### src/rtl/pdfx_pkg.sv
`default_nettype none

package pdfx_pkg;

  // Character codes
  localparam logic [7:0] CH_SPACE  = 8'h20;
  localparam logic [7:0] CH_CR     = 8'h0d;
  localparam logic [7:0] CH_LF     = 8'h0a;
  localparam logic [7:0] CH_B      = 8'h42;
  localparam logic [7:0] CH_E      = 8'h45;
  localparam logic [7:0] CH_T      = 8'h54;
  localparam logic [7:0] CH_UD     = 8'h44;  // 'D'
  localparam logic [7:0] CH_LD     = 8'h64;  // 'd'
  localparam logic [7:0] CH_LPAREN = 8'h28;
  localparam logic [7:0] CH_RPAREN = 8'h29;
  localparam logic [7:0] CH_BSLASH = 8'h5c;
  localparam logic [7:0] CH_DOT    = 8'h2e;
  localparam logic [7:0] CH_ZERO   = 8'h30;
  localparam logic [7:0] CH_NINE   = 8'h39;
  localparam logic [7:0] CH_TILDE  = 8'h7e;
  localparam logic [7:0] CH_HIGH   = 8'h80;
  localparam logic [7:0] CH_FF     = 8'hff;

  // Configuration
  localparam int unsigned ADDR_W    = 3;
  localparam int unsigned DATA_W    = 32;
  localparam int unsigned GAP_W     = 16;
  localparam logic [GAP_W-1:0] GAP_RESET = 16'd100;
  localparam logic [0:0]  REG_GAP_THRESHOLD = 1'b0;

  // Integer part: five decimal digits cover the 16-bit threshold
  localparam int unsigned INT_DIGITS = 5;
  localparam int unsigned VAL_W      = 17;

  typedef struct packed {
    logic [7:0] in_byte;
    logic       first_of_stream;
  } in_item_t;

  // Up to two result bytes caused by one input byte
  typedef struct packed {
    logic [1:0] cnt;
    logic [7:0] b0;
    logic [7:0] b1;
  } res_pair_t;

  function automatic logic is_sep(input logic [7:0] b);
    return (b == CH_SPACE) || (b == CH_CR) || (b == CH_LF);
  endfunction

  function automatic logic is_dig(input logic [7:0] b);
    return (b >= CH_ZERO) && (b <= CH_NINE);
  endfunction

  function automatic logic is_print(input logic [7:0] b);
    return ((b >= CH_SPACE) && (b <= CH_TILDE)) || ((b >= CH_HIGH) && (b != CH_FF));
  endfunction

endpackage

`default_nettype wire

### src/rtl/pdfx_if.sv
`default_nettype none

interface pdfx_in_if;
  logic       valid;
  logic       ready;
  logic [7:0] in_byte;
  logic       first_of_stream;

  modport source (output valid, in_byte, first_of_stream, input ready);
  modport sink   (input valid, in_byte, first_of_stream, output ready);
endinterface

interface pdfx_out_if;
  logic       valid;
  logic       ready;
  logic [7:0] out_byte;
  logic       last;

  modport source (output valid, out_byte, last, input ready);
  modport sink   (input valid, out_byte, last, output ready);
endinterface

`default_nettype wire

### src/rtl/pdfx_num_scan.sv
`default_nettype none

// Finds the number just before the trailing spaces of the window and
// compares it with the gap threshold. Mask arithmetic, no serial scan.
module pdfx_num_scan #(
  parameter int unsigned WINDOW_BYTES = 15
) (
  input  logic [WINDOW_BYTES-1:0][7:0] win,
  input  logic [WINDOW_BYTES-1:0]      dig,
  input  logic [WINDOW_BYTES-1:0]      dot,
  input  logic [WINDOW_BYTES-1:0]      sp,
  input  logic [WINDOW_BYTES-1:0]      nz,
  input  logic [pdfx_pkg::GAP_W-1:0]   gap_threshold,
  output logic                         exceed
);
  import pdfx_pkg::*;

  localparam int unsigned W = WINDOW_BYTES;
  localparam logic [W-1:0] BIT0 = W'(1);

  logic [W-1:0] sp_x, sp_rev, tail_rev, tail;
  logic [W-1:0] u, u_rev, blk_rev, blk, run;
  logic [W-1:0] dots, lsb1, int_m, rest, lsb2, frac_m;
  logic [W-1:0] e_oh, e_hi, lowmask;
  logic [3:0]   dg [INT_DIGITS];
  logic [VAL_W-1:0] val;
  logic any_dig, frac_nz, over5;

  always_comb begin
    // trailing spaces (oldest byte never counts)
    sp_x = sp & ~BIT0;
    for (int i = 0; i < W; i++) sp_rev[i] = sp_x[W-1-i];
    tail_rev = sp_rev & ~(sp_rev + BIT0);
    for (int i = 0; i < W; i++) tail[i] = tail_rev[W-1-i];

    // run of digits and dots right below the trailing spaces
    u = ((dig | dot) & ~BIT0) | tail;
    for (int i = 0; i < W; i++) u_rev[i] = u[W-1-i];
    blk_rev = u_rev & ~(u_rev + BIT0);
    for (int i = 0; i < W; i++) blk[i] = blk_rev[W-1-i];
    run = blk & ~tail;

    // integer part below the first dot, fraction up to the second dot
    dots   = dot & run;
    lsb1   = dots & (~dots + BIT0);
    int_m  = run & (lsb1 - BIT0);
    rest   = dots & ~lsb1;
    lsb2   = rest & (~rest + BIT0);
    frac_m = run & ~int_m & ~lsb1 & (lsb2 - BIT0);

    any_dig = (|int_m) || (|frac_m);
    frac_nz = |(frac_m & nz);

    // units digit of the integer part (its highest bit), and nonzero digits beyond five places
    e_oh    = int_m & ~(int_m >> 1);
    e_hi    = e_oh >> (INT_DIGITS - 1);
    lowmask = (|e_hi) ? (e_hi - BIT0) : '0;
    over5   = |(int_m & nz & lowmask);

    for (int t = 0; t < INT_DIGITS; t++) dg[t] = 4'd0;
    for (int t = 0; t < INT_DIGITS; t++) begin
      for (int i = t; i < W; i++) begin
        if (e_oh[i] && int_m[i-t]) dg[t] = dg[t] | win[i-t][3:0];
      end
    end

    val = VAL_W'(dg[0]) + VAL_W'(dg[1]) * VAL_W'(10) + VAL_W'(dg[2]) * VAL_W'(100)
        + VAL_W'(dg[3]) * VAL_W'(1000) + VAL_W'(dg[4]) * VAL_W'(10000);

    exceed = any_dig && (over5 || (val > VAL_W'(gap_threshold)) ||
                         ((val == VAL_W'(gap_threshold)) && frac_nz));
  end

endmodule

`default_nettype wire

### src/rtl/pdfx_res_buf.sv
`default_nettype none

// Two-slot result register. Shows b0 first; last marks the final byte.
module pdfx_res_buf (
  input  logic                clk,
  input  logic                rst_n,
  input  logic                load,
  input  pdfx_pkg::res_pair_t res,
  input  logic                out_ready,
  output logic                out_valid,
  output logic [7:0]          out_byte,
  output logic                out_last,
  output logic                free
);
  import pdfx_pkg::*;

  logic [1:0] cnt_r, cnt_nxt;
  logic [7:0] b0_r, b0_nxt, b1_r, b1_nxt;
  logic       pop;

  assign pop       = (cnt_r != 2'd0) && out_ready;
  assign free      = (cnt_r == 2'd0) || ((cnt_r == 2'd1) && out_ready);
  assign out_valid = (cnt_r != 2'd0);
  assign out_byte  = b0_r;
  assign out_last  = (cnt_r == 2'd1);

  always_comb begin
    cnt_nxt = cnt_r;
    b0_nxt  = b0_r;
    b1_nxt  = b1_r;
    if (pop) begin
      if (cnt_r == 2'd2) begin
        cnt_nxt = 2'd1;
        b0_nxt  = b1_r;
      end else begin
        cnt_nxt = 2'd0;
      end
    end
    if (load) begin
      cnt_nxt = res.cnt;
      b0_nxt  = res.b0;
      b1_nxt  = res.b1;
    end
  end

  always_ff @(posedge clk) begin
    if (!rst_n) begin
      cnt_r <= 2'd0;
    end else begin
      cnt_r <= cnt_nxt;
    end
  end

  always_ff @(posedge clk) begin
    b0_r <= b0_nxt;
    b1_r <= b1_nxt;
  end

endmodule

`default_nettype wire

### src/rtl/pdfx_parse.sv
`default_nettype none

// Byte window, text-object/string/escape flags and the per-byte decisions.
module pdfx_parse #(
  parameter int unsigned WINDOW_BYTES = 15
) (
  input  logic                       clk,
  input  logic                       rst_n,
  input  logic                       adv,
  input  pdfx_pkg::in_item_t         item,
  input  logic [pdfx_pkg::GAP_W-1:0] gap_threshold,
  output pdfx_pkg::res_pair_t        res
);
  import pdfx_pkg::*;

  localparam int unsigned W = WINDOW_BYTES;

  logic [W-1:0][7:0] win_r, win_nxt;
  logic [W-1:0] dig_r, dig_nxt, dot_r, dot_nxt, sp_r, sp_nxt, nz_r, nz_nxt;
  logic tob_r, tob_nxt, str_r, str_nxt, esc_r, esc_nxt;
  logic first, tob_c, str_c, esc_c;
  logic tok_td, tok_et, tok_bt, exceed_raw;
  logic nl, gap_sp, txt;
  logic [7:0] c;

  function automatic logic tok_at(input logic [W-1:0][7:0] w, input logic [7:0] x,
                                  input logic [7:0] y);
    return (w[W-3] == x) && (w[W-2] == y) && is_sep(w[W-1]) && is_sep(w[W-4]);
  endfunction

  pdfx_num_scan #(.WINDOW_BYTES(W)) u_num_scan (
    .win           (win_r),
    .dig           (dig_r),
    .dot           (dot_r),
    .sp            (sp_r),
    .nz            (nz_r),
    .gap_threshold (gap_threshold),
    .exceed        (exceed_raw)
  );

  always_comb begin
    c     = item.in_byte;
    first = item.first_of_stream;
    // start of stream: flags cleared, window all spaces
    tob_c = tob_r & ~first;
    str_c = str_r & ~first;
    esc_c = esc_r & ~first;

    tok_td = !first && (tok_at(win_r, CH_T, CH_UD) || tok_at(win_r, CH_T, CH_LD));
    tok_et = !first && tok_at(win_r, CH_E, CH_T);
    // BT checked on the window after c is shifted in
    tok_bt = !first && (win_r[W-2] == CH_B) && (win_r[W-1] == CH_T) &&
             is_sep(c) && is_sep(win_r[W-3]);

    nl      = 1'b0;
    gap_sp  = 1'b0;
    txt     = 1'b0;
    tob_nxt = tob_c;
    str_nxt = str_c;
    esc_nxt = esc_c;

    if (tob_c) begin
      if (!str_c) begin
        nl = tok_td;
        if (tok_et) begin
          tob_nxt = 1'b0;
          nl      = 1'b1;
        end else if ((c == CH_LPAREN) && !esc_c) begin
          str_nxt = 1'b1;
          gap_sp  = exceed_raw & ~first;
        end
      end else begin
        if ((c == CH_RPAREN) && !esc_c) begin
          str_nxt = 1'b0;
        end else if ((c == CH_BSLASH) && !esc_c) begin
          esc_nxt = 1'b1;
        end else begin
          esc_nxt = 1'b0;
          txt     = is_print(c);
        end
      end
    end

    if (!tob_nxt && tok_bt) tob_nxt = 1'b1;

    // newline first, then the gap space or the text byte
    res.cnt = {1'b0, nl} + {1'b0, gap_sp | txt};
    res.b1  = gap_sp ? CH_SPACE : c;
    res.b0  = nl ? CH_LF : res.b1;

    for (int j = 0; j < W - 1; j++) begin
      win_nxt[j] = first ? CH_SPACE : win_r[j+1];
      dig_nxt[j] = first ? 1'b0 : dig_r[j+1];
      dot_nxt[j] = first ? 1'b0 : dot_r[j+1];
      sp_nxt[j]  = first ? 1'b1 : sp_r[j+1];
      nz_nxt[j]  = first ? 1'b1 : nz_r[j+1];
    end
    win_nxt[W-1] = c;
    dig_nxt[W-1] = is_dig(c);
    dot_nxt[W-1] = (c == CH_DOT);
    sp_nxt[W-1]  = (c == CH_SPACE);
    nz_nxt[W-1]  = (c != CH_ZERO);
  end

  always_ff @(posedge clk) begin
    if (!rst_n) begin
      win_r <= {W{CH_SPACE}};
      dig_r <= '0;
      dot_r <= '0;
      sp_r  <= '1;
      nz_r  <= '1;
      tob_r <= 1'b0;
      str_r <= 1'b0;
      esc_r <= 1'b0;
    end else if (adv) begin
      win_r <= win_nxt;
      dig_r <= dig_nxt;
      dot_r <= dot_nxt;
      sp_r  <= sp_nxt;
      nz_r  <= nz_nxt;
      tob_r <= tob_nxt;
      str_r <= str_nxt;
      esc_r <= esc_nxt;
    end
  end

endmodule

`default_nettype wire

### src/rtl/pdf_content_text_extractor.sv
// PDF content-stream text extractor.
// in_ch  : content-stream bytes (in_byte, first_of_stream); a transaction is
//          taken when valid and ready are both high. first_of_stream clears
//          the window and flags before its byte is looked at.
// out_ch : extracted text bytes (out_byte, last). last marks the final result
//          of one input byte; a byte may give zero, one or two results.
// APB    : one register, gap_threshold at byte address 0 (bits 15:0). Writes
//          complete in the access cycle, pready is tied high, reads return
//          the register. Write it only while no transaction is in flight.
// Path   : a taken byte waits in the input register, then moves into the
//          result register, from which out_ch shows its first result.
// Throughput: one byte per cycle for bytes with zero or one result, while
//          out_ch.ready is high. A byte with two results (newline then space)
//          holds the next byte back until the result register drains its first.
// Stall: when out_ch.ready is low the result register holds, the input
//          register fills and in_ch.ready drops; nothing is dropped.
// Reset (rst_n low, synchronous): window filled with spaces, flags cleared,
//          both registers emptied, gap_threshold back to 100.
`default_nettype none

module pdf_content_text_extractor #(
  parameter int unsigned WINDOW_BYTES = 15
) (
  input  logic                        clk,
  input  logic                        rst_n,
  pdfx_in_if.sink                     in_ch,
  pdfx_out_if.source                  out_ch,
  input  logic                        psel,
  input  logic                        penable,
  input  logic                        pwrite,
  input  logic [pdfx_pkg::ADDR_W-1:0] paddr,
  input  logic [pdfx_pkg::DATA_W-1:0] pwdata,
  output logic [pdfx_pkg::DATA_W-1:0] prdata,
  output logic                        pready
);
  import pdfx_pkg::*;

  // input register
  logic      in_vld_r, in_vld_nxt;
  in_item_t  in_item_r, in_item_nxt;
  logic      in_take, proc, res_free;

  // gap threshold register
  logic [GAP_W-1:0] gap_r, gap_nxt;
  logic [0:0]       reg_idx;
  logic             cfg_wr;

  res_pair_t res;

  assign pready  = 1'b1;
  assign reg_idx = paddr[ADDR_W-1:2];
  assign cfg_wr  = psel && penable && pwrite && pready;

  always_comb begin
    gap_nxt = gap_r;
    prdata  = '0;
    unique case (reg_idx)
      REG_GAP_THRESHOLD: begin
        prdata = DATA_W'(gap_r);
        if (cfg_wr) gap_nxt = pwdata[GAP_W-1:0];
      end
      default: ;  // outside the register map: ignored, reads zero
    endcase
  end

  always_ff @(posedge clk) begin
    if (!rst_n) begin
      gap_r <= GAP_RESET;
    end else begin
      gap_r <= gap_nxt;
    end
  end

  // the held byte moves on once the result register can take its results
  assign proc        = in_vld_r && res_free;
  assign in_ch.ready = !in_vld_r || proc;
  assign in_take     = in_ch.valid && in_ch.ready;

  always_comb begin
    in_vld_nxt  = in_vld_r;
    in_item_nxt = in_item_r;
    if (proc) in_vld_nxt = 1'b0;
    if (in_take) begin
      in_vld_nxt                  = 1'b1;
      in_item_nxt.in_byte         = in_ch.in_byte;
      in_item_nxt.first_of_stream = in_ch.first_of_stream;
    end
  end

  always_ff @(posedge clk) begin
    if (!rst_n) begin
      in_vld_r <= 1'b0;
    end else begin
      in_vld_r <= in_vld_nxt;
    end
  end

  always_ff @(posedge clk) begin
    in_item_r <= in_item_nxt;
  end

  // token detection, string tracking, number compare
  pdfx_parse #(.WINDOW_BYTES(WINDOW_BYTES)) u_parse (
    .clk           (clk),
    .rst_n         (rst_n),
    .adv           (proc),
    .item          (in_item_r),
    .gap_threshold (gap_r),
    .res           (res)
  );

  // result register, drained one byte per cycle while out_ch.ready is high
  pdfx_res_buf u_res_buf (
    .clk       (clk),
    .rst_n     (rst_n),
    .load      (proc),
    .res       (res),
    .out_ready (out_ch.ready),
    .out_valid (out_ch.valid),
    .out_byte  (out_ch.out_byte),
    .out_last  (out_ch.last),
    .free      (res_free)
  );

endmodule

`default_nettype wire

### src/flat_wrapper.sv
// flat-port wrapper written by rule: the top's interface ports become plain ports
module pdf_content_text_extractor_flat import pdfx_pkg::*;
#(
  parameter int unsigned WINDOW_BYTES = 15
)
  (clk, rst_n, psel, penable, pwrite, paddr, pwdata, prdata, pready, in_ch_valid, in_ch_in_byte, in_ch_first_of_stream, in_ch_ready, out_ch_valid, out_ch_out_byte, out_ch_last, out_ch_ready);
  pdfx_in_if in_ch_i ();
  pdfx_out_if out_ch_i ();
  input  logic clk;
  input  logic rst_n;
  input  logic psel;
  input  logic penable;
  input  logic pwrite;
  input  logic [pdfx_pkg::ADDR_W-1:0] paddr;
  input  logic [pdfx_pkg::DATA_W-1:0] pwdata;
  output logic [pdfx_pkg::DATA_W-1:0] prdata;
  output logic pready;
  input wire logic [$bits(in_ch_i.valid)-1:0] in_ch_valid;
  input wire logic [$bits(in_ch_i.in_byte)-1:0] in_ch_in_byte;
  input wire logic [$bits(in_ch_i.first_of_stream)-1:0] in_ch_first_of_stream;
  output wire logic [$bits(in_ch_i.ready)-1:0] in_ch_ready;
  output wire logic [$bits(out_ch_i.valid)-1:0] out_ch_valid;
  output wire logic [$bits(out_ch_i.out_byte)-1:0] out_ch_out_byte;
  output wire logic [$bits(out_ch_i.last)-1:0] out_ch_last;
  input wire logic [$bits(out_ch_i.ready)-1:0] out_ch_ready;
  assign in_ch_i.valid = in_ch_valid;
  assign in_ch_i.in_byte = in_ch_in_byte;
  assign in_ch_i.first_of_stream = in_ch_first_of_stream;
  assign in_ch_ready = in_ch_i.ready;
  assign out_ch_valid = out_ch_i.valid;
  assign out_ch_out_byte = out_ch_i.out_byte;
  assign out_ch_last = out_ch_i.last;
  assign out_ch_i.ready = out_ch_ready;
  pdf_content_text_extractor #(.WINDOW_BYTES(WINDOW_BYTES)) u_core (.clk(clk), .rst_n(rst_n), .in_ch(in_ch_i), .out_ch(out_ch_i), .psel(psel), .penable(penable), .pwrite(pwrite), .paddr(paddr), .pwdata(pwdata), .prdata(prdata), .pready(pready));
endmodule
### config.mk
export PLATFORM = sky130hd
export DESIGN_NAME = pdf_content_text_extractor_flat
export DESIGN_NICKNAME = d
export VERILOG_FILES = /design/src/rtl/pdfx_pkg.sv /design/src/rtl/pdfx_if.sv /design/src/rtl/pdfx_num_scan.sv /design/src/rtl/pdfx_res_buf.sv /design/src/rtl/pdfx_parse.sv /design/src/rtl/pdf_content_text_extractor.sv /design/src/flat_wrapper.sv
export SDC_FILE = /design/constraint.sdc
export NUM_CORES = 1
export LEC_CHECK = 0
export BUFFER_PORTS_ARGS = -buffer_cell sky130_fd_sc_hd__clkbuf_2
export CAP_MARGIN = 40
export CORE_MARGIN = 10
export CORE_UTILIZATION = 56
export CTS_CLUSTER_SIZE = 10
export DETAILED_ROUTE_END_ITERATION = 8
export GPL_TIMING_DRIVEN = 1
export MAX_ROUTING_LAYER = met4
export PLACE_DENSITY = 0.78
export SYNTH_ARGS = -nofsm -noshare
export SYNTH_HDL_FRONTEND = slang
export SYNTH_SLANG_ARGS = --single-unit
### constraint.sdc
create_clock -name clk -period 9.92 [get_ports clk]
set_clock_uncertainty 0.05 [all_clocks]
set_input_delay 1.488 -clock clk [delete_from_list [all_inputs] [get_ports clk]]
set_output_delay 1.488 -clock clk [all_outputs]
set_load 0.02 [all_outputs]
==> flow_metrics.py <==
metrics = {
    "outcome": {
        "status": "finished with violations",
        "violations": "negative setup slack",
    },
    "timing": {
        "relSlewSlack_pct": 42.4,
        "max_freq_ghz": 0.101,
        "finalWorstSetupSlack_ps": -20.5,
        "finalMaxSlewViolations": 0,
        "hold_viol": 0,
        "finalCritPeriodShare_pct": 100,
        "tns_ps": -32.4,
        "setup_viol": 2,
        "tightest_slew_ps": 859,
        "finalCriticalPeriod_ps": 9940,
        "grt_setup_unrepaired": "yes",
    },
    "critical_path": {
        "crit_path_frequent_cell": "buf_4",
        "crit_slowest_cell": "or4b_2",
        "critPathRequiredTime_ps": 10220,
        "worstPathMaxFanout": 9,
        "worstPathArrival_ps": 10240,
        "critPathMaxStageDelay_ps": 660,
        "critical_path_class": "reg2reg",
        "crit_path_start_kind": "flop",
        "critPathCaptureType": "flop",
        "crit_family": "adder cells",
        "path_buf_inv": 12,
    },
    "layout": {
        "drive_gt1_share_pct": 28.2,
        "nFillCells": 1816,
        "syn2layout_area_growth_pct": 29.7,
        "final_common_cell": "buf_4",
        "antenna_cells": 0,
        "fin_nets": 2235,
        "final_cell_mix": "332 x buf_4, 224 x nand2_1, 144 x dfxtp_1",
    },
    "floorplanning": {
        "dieWidth_um": 177,
        "rows": 57,
        "io_pins": 95,
        "die_h_um": 177,
        "dieArea_sq_um": 31400,
        "core_area_sq_um": 24300,
        "start_util_pct": 56.9,
    },
    "global_route": {
        "grtUsageMet3_pct": 6.49,
        "grt_pass1_wl_um": 81500,
        "grt_util_all_layers_pct": 33.8,
        "top_usage_layer": "met2",
        "use_met1_pct": 43.8,
        "grt_pass1_vias": 14700,
        "grt_overflow": 0,
        "antenna_found_initial": 0,
        "grt_max_degree": 79,
        "use_met2_pct": 52.9,
    },
    "cts": {
        "cts_root_buf": "clkbuf_16",
        "cts.sinks": 175,
        "cts_hold_buf": 0,
        "clockBufferDepth": 2,
        "cts_tree": "built",
        "numCtsBuffers": 17,
        "clk_pin_slew_ps": 90,
        "clk_latency_ps": 450,
        "cts_htree_levels": 4,
    },
    "synth": {
        "synthArstFlopShare_pct": 0,
        "synthesis.area_sq_um": 13800,
        "synth_cell_types": 96,
        "netlist_instances": 1762,
        "yosysSeqAreaShare_pct": 27.1,
        "ys_seq_elements": 175,
        "synth_edf_count": 25,
        "yosysWarnings": 0,
        "ys.flop_type": "dfxtp_1",
        "synth.avg_cell_area_sq_um": 7.85,
    },
    "routing": {
        "vias": 15323,
        "drc": 0,
        "drtIter0Drc": 1843,
        "wl_per_cell_um": 22.3,
        "drtPass1Iterations": 7,
        "vias_per_cell": 6.36,
        "drt_wl_total_um": 53700,
        "ant_nets": 0,
    },
    "job": {
        "drv_cap": 0,
    },
    "pwr": {
        "ir_worst_vdd_uv": 112,
        "p_leak_nw": 7.55,
        "powerDensity_nw_per_um2": 90.5,
    },
    "placement": {
        "post-dp-hpwl_um": 39100,
        "detailedPlace.worstSlack_ps": -774,
        "gp_congestion": 1.05,
        "port_buffers": 59,
    },
    "hold_path": {
        "hold_path.class": "reg2reg",
    },
}
## flip-flops by register name (all words and copies together), names as in the netlist, 2 cells and up
name / flops
u_core.u_res_buf.cnt_r: 2
u_core.gap_r: 16
u_core.u_res_buf.out_byte: 8
u_core.u_res_buf.b1_r: 8
u_core.u_parse.win_r: 72
u_core.in_item_r: 9
u_core.u_parse.nz_r: 14
u_core.u_parse.dot_r: 14
u_core.u_parse.sp_r: 14
u_core.u_parse.dig_r: 14
## power breakdown
part	internal [mW]	switching [mW]	leakage [nW]	total, mW
Sequential	0.728	0.0100	1.45	0.738
Clock	0.340	0.361	0.289	0.701
Combinational	0.0737	0.111	5.81	0.185
Total	1.14	0.482	7.55	1.62
## Yosys cell counts, types with 14 or more instances
| cell type | number | area share, % |
|---|---|---|
| ha_1 | 85 | 7.7 |
| a21oi_1 | 54 | 2.0 |
| nand3b_1 | 81 | 4.4 |
| buf_2 | 16 | 0.58 |
| a22oi_1 | 39 | 2.1 |
| a221oi_1 | 20 | 1.3 |
| nand2_1 | 229 | 6.2 |
| fa_1 | 27 | 3.9 |
| clkbuf_1 | 88 | 2.4 |
| and3_1 | 24 | 1.1 |
| nor3_1 | 73 | 2.6 |
| a21boi_0 | 109 | 5.9 |
| inv_1 | 106 | 2.9 |
| nor2_1 | 140 | 3.8 |
| xnor2_1 | 26 | 1.6 |
| a22o_1 | 15 | 0.95 |
| nor2b_1 | 21 | 0.95 |
| nand3_1 | 50 | 1.8 |
| or3_1 | 18 | 0.81 |
| a21o_1 | 14 | 0.76 |
| o21ai_0 | 70 | 2.5 |
| nand4_1 | 23 | 1.0 |
| dfxtp_1 | 150 | 22 |
| buf_4 | 17 | 0.92 |
| edfxtp_1 | 25 | 5.4 |
## worst min-delay path: cells and delay by family (launching register included)
kind | cells | cell delay [ps]
flip-flops | 1 | 310
AO/OA/AOI/OAI | 1 | 60
AND/OR/NAND/NOR | 1 | 50
## logic make-up (layout without fill, tap and decap cells)
family | Yosys count | in the layout | synth area share [%]
AOI/OAI and AO/OA | 458 | 458 | 24.1
buffers and inverters | 236 | 544 | 7.17
xor gates and xnor gates | 33 | 33 | 2.09
and+or+nand+nor | 741 | 741 | 27.5
muxes | 5 | 5 | 0.371
DFF | 175 | 175 | 27.1
other | 2 | 17 | 0.0543
adders and majority gates | 112 | 112 | 11.6
## metal layers
| layer | wire [um] | vias to the layer above | share of wire (%) |
|---|---|---|---|
| met4 | 1410 | 0 | 2.6 |
| met3 | 5310 | 133 | 9.9 |
| met5 | 0 | - | 0 |
| met1 | 22400 | 7383 | 42 |
| met2 | 24600 | 877 | 46 |
| li1 | - | 6930 | - |
## area by class of cell
class                           count  area [sq um]  area share (%)
Tap cell                          324           405            2.26
Multi-Input combinational cell   1366          9760            54.4
Inverter                          106           403            2.25
Clock buffer                       18           429            2.39
Timing Repair Buffer              406          3010            16.8
Sequential cell                   175          3770            21.0
Clock inverter                     14           168           0.934
## path summary, 6_finish.rpt
check / start / endpoint / slack [ps] / depth (start not counted)
hold reg to reg: u_core.u_parse.win_r[95] / u_core.u_parse.win_r[95] / 420 / 2
setup / recovery: u_core.u_parse.sp_r[14] / u_core.u_res_buf.cnt_r[0] / -20 / 48
setup reg to reg: u_core.u_parse.sp_r[14] / u_core.u_res_buf.cnt_r[0] / -20 / 48
hold / removal: u_core.u_parse.win_r[95] / u_core.u_parse.win_r[95] / 420 / 2
## timing repair
item / CTS / global route
endpoints found under the setup margin: 4 / 4
pin swaps: 51 / 33
resized for setup: 93 / 68
hold endpoints to repair: 0 / 0
setup buffers: 25 / 8
## through the flow
| step | util (%) | instance area [sq um] | total power [mW] | cells | hold WS, ps |
|---|---|---|---|---|---|
| after floorplan | - | 13900 | 0.861 | 1777 | 386 |
| after global placement | 67.5 | 16400 | 0.913 | 2345 | 397 |
| after detailed placement | 67.6 | 16400 | 0.919 | 2346 | 410 |
| after CTS | 72.4 | 17600 | 1.62 | 2402 | 421 |
| after global routing | 73.8 | 17900 | 1.66 | 2409 | 436 |
| final | 73.8 | 17900 | 1.62 | 2409 | 419 |
Power figures use the tool's default switching activity.
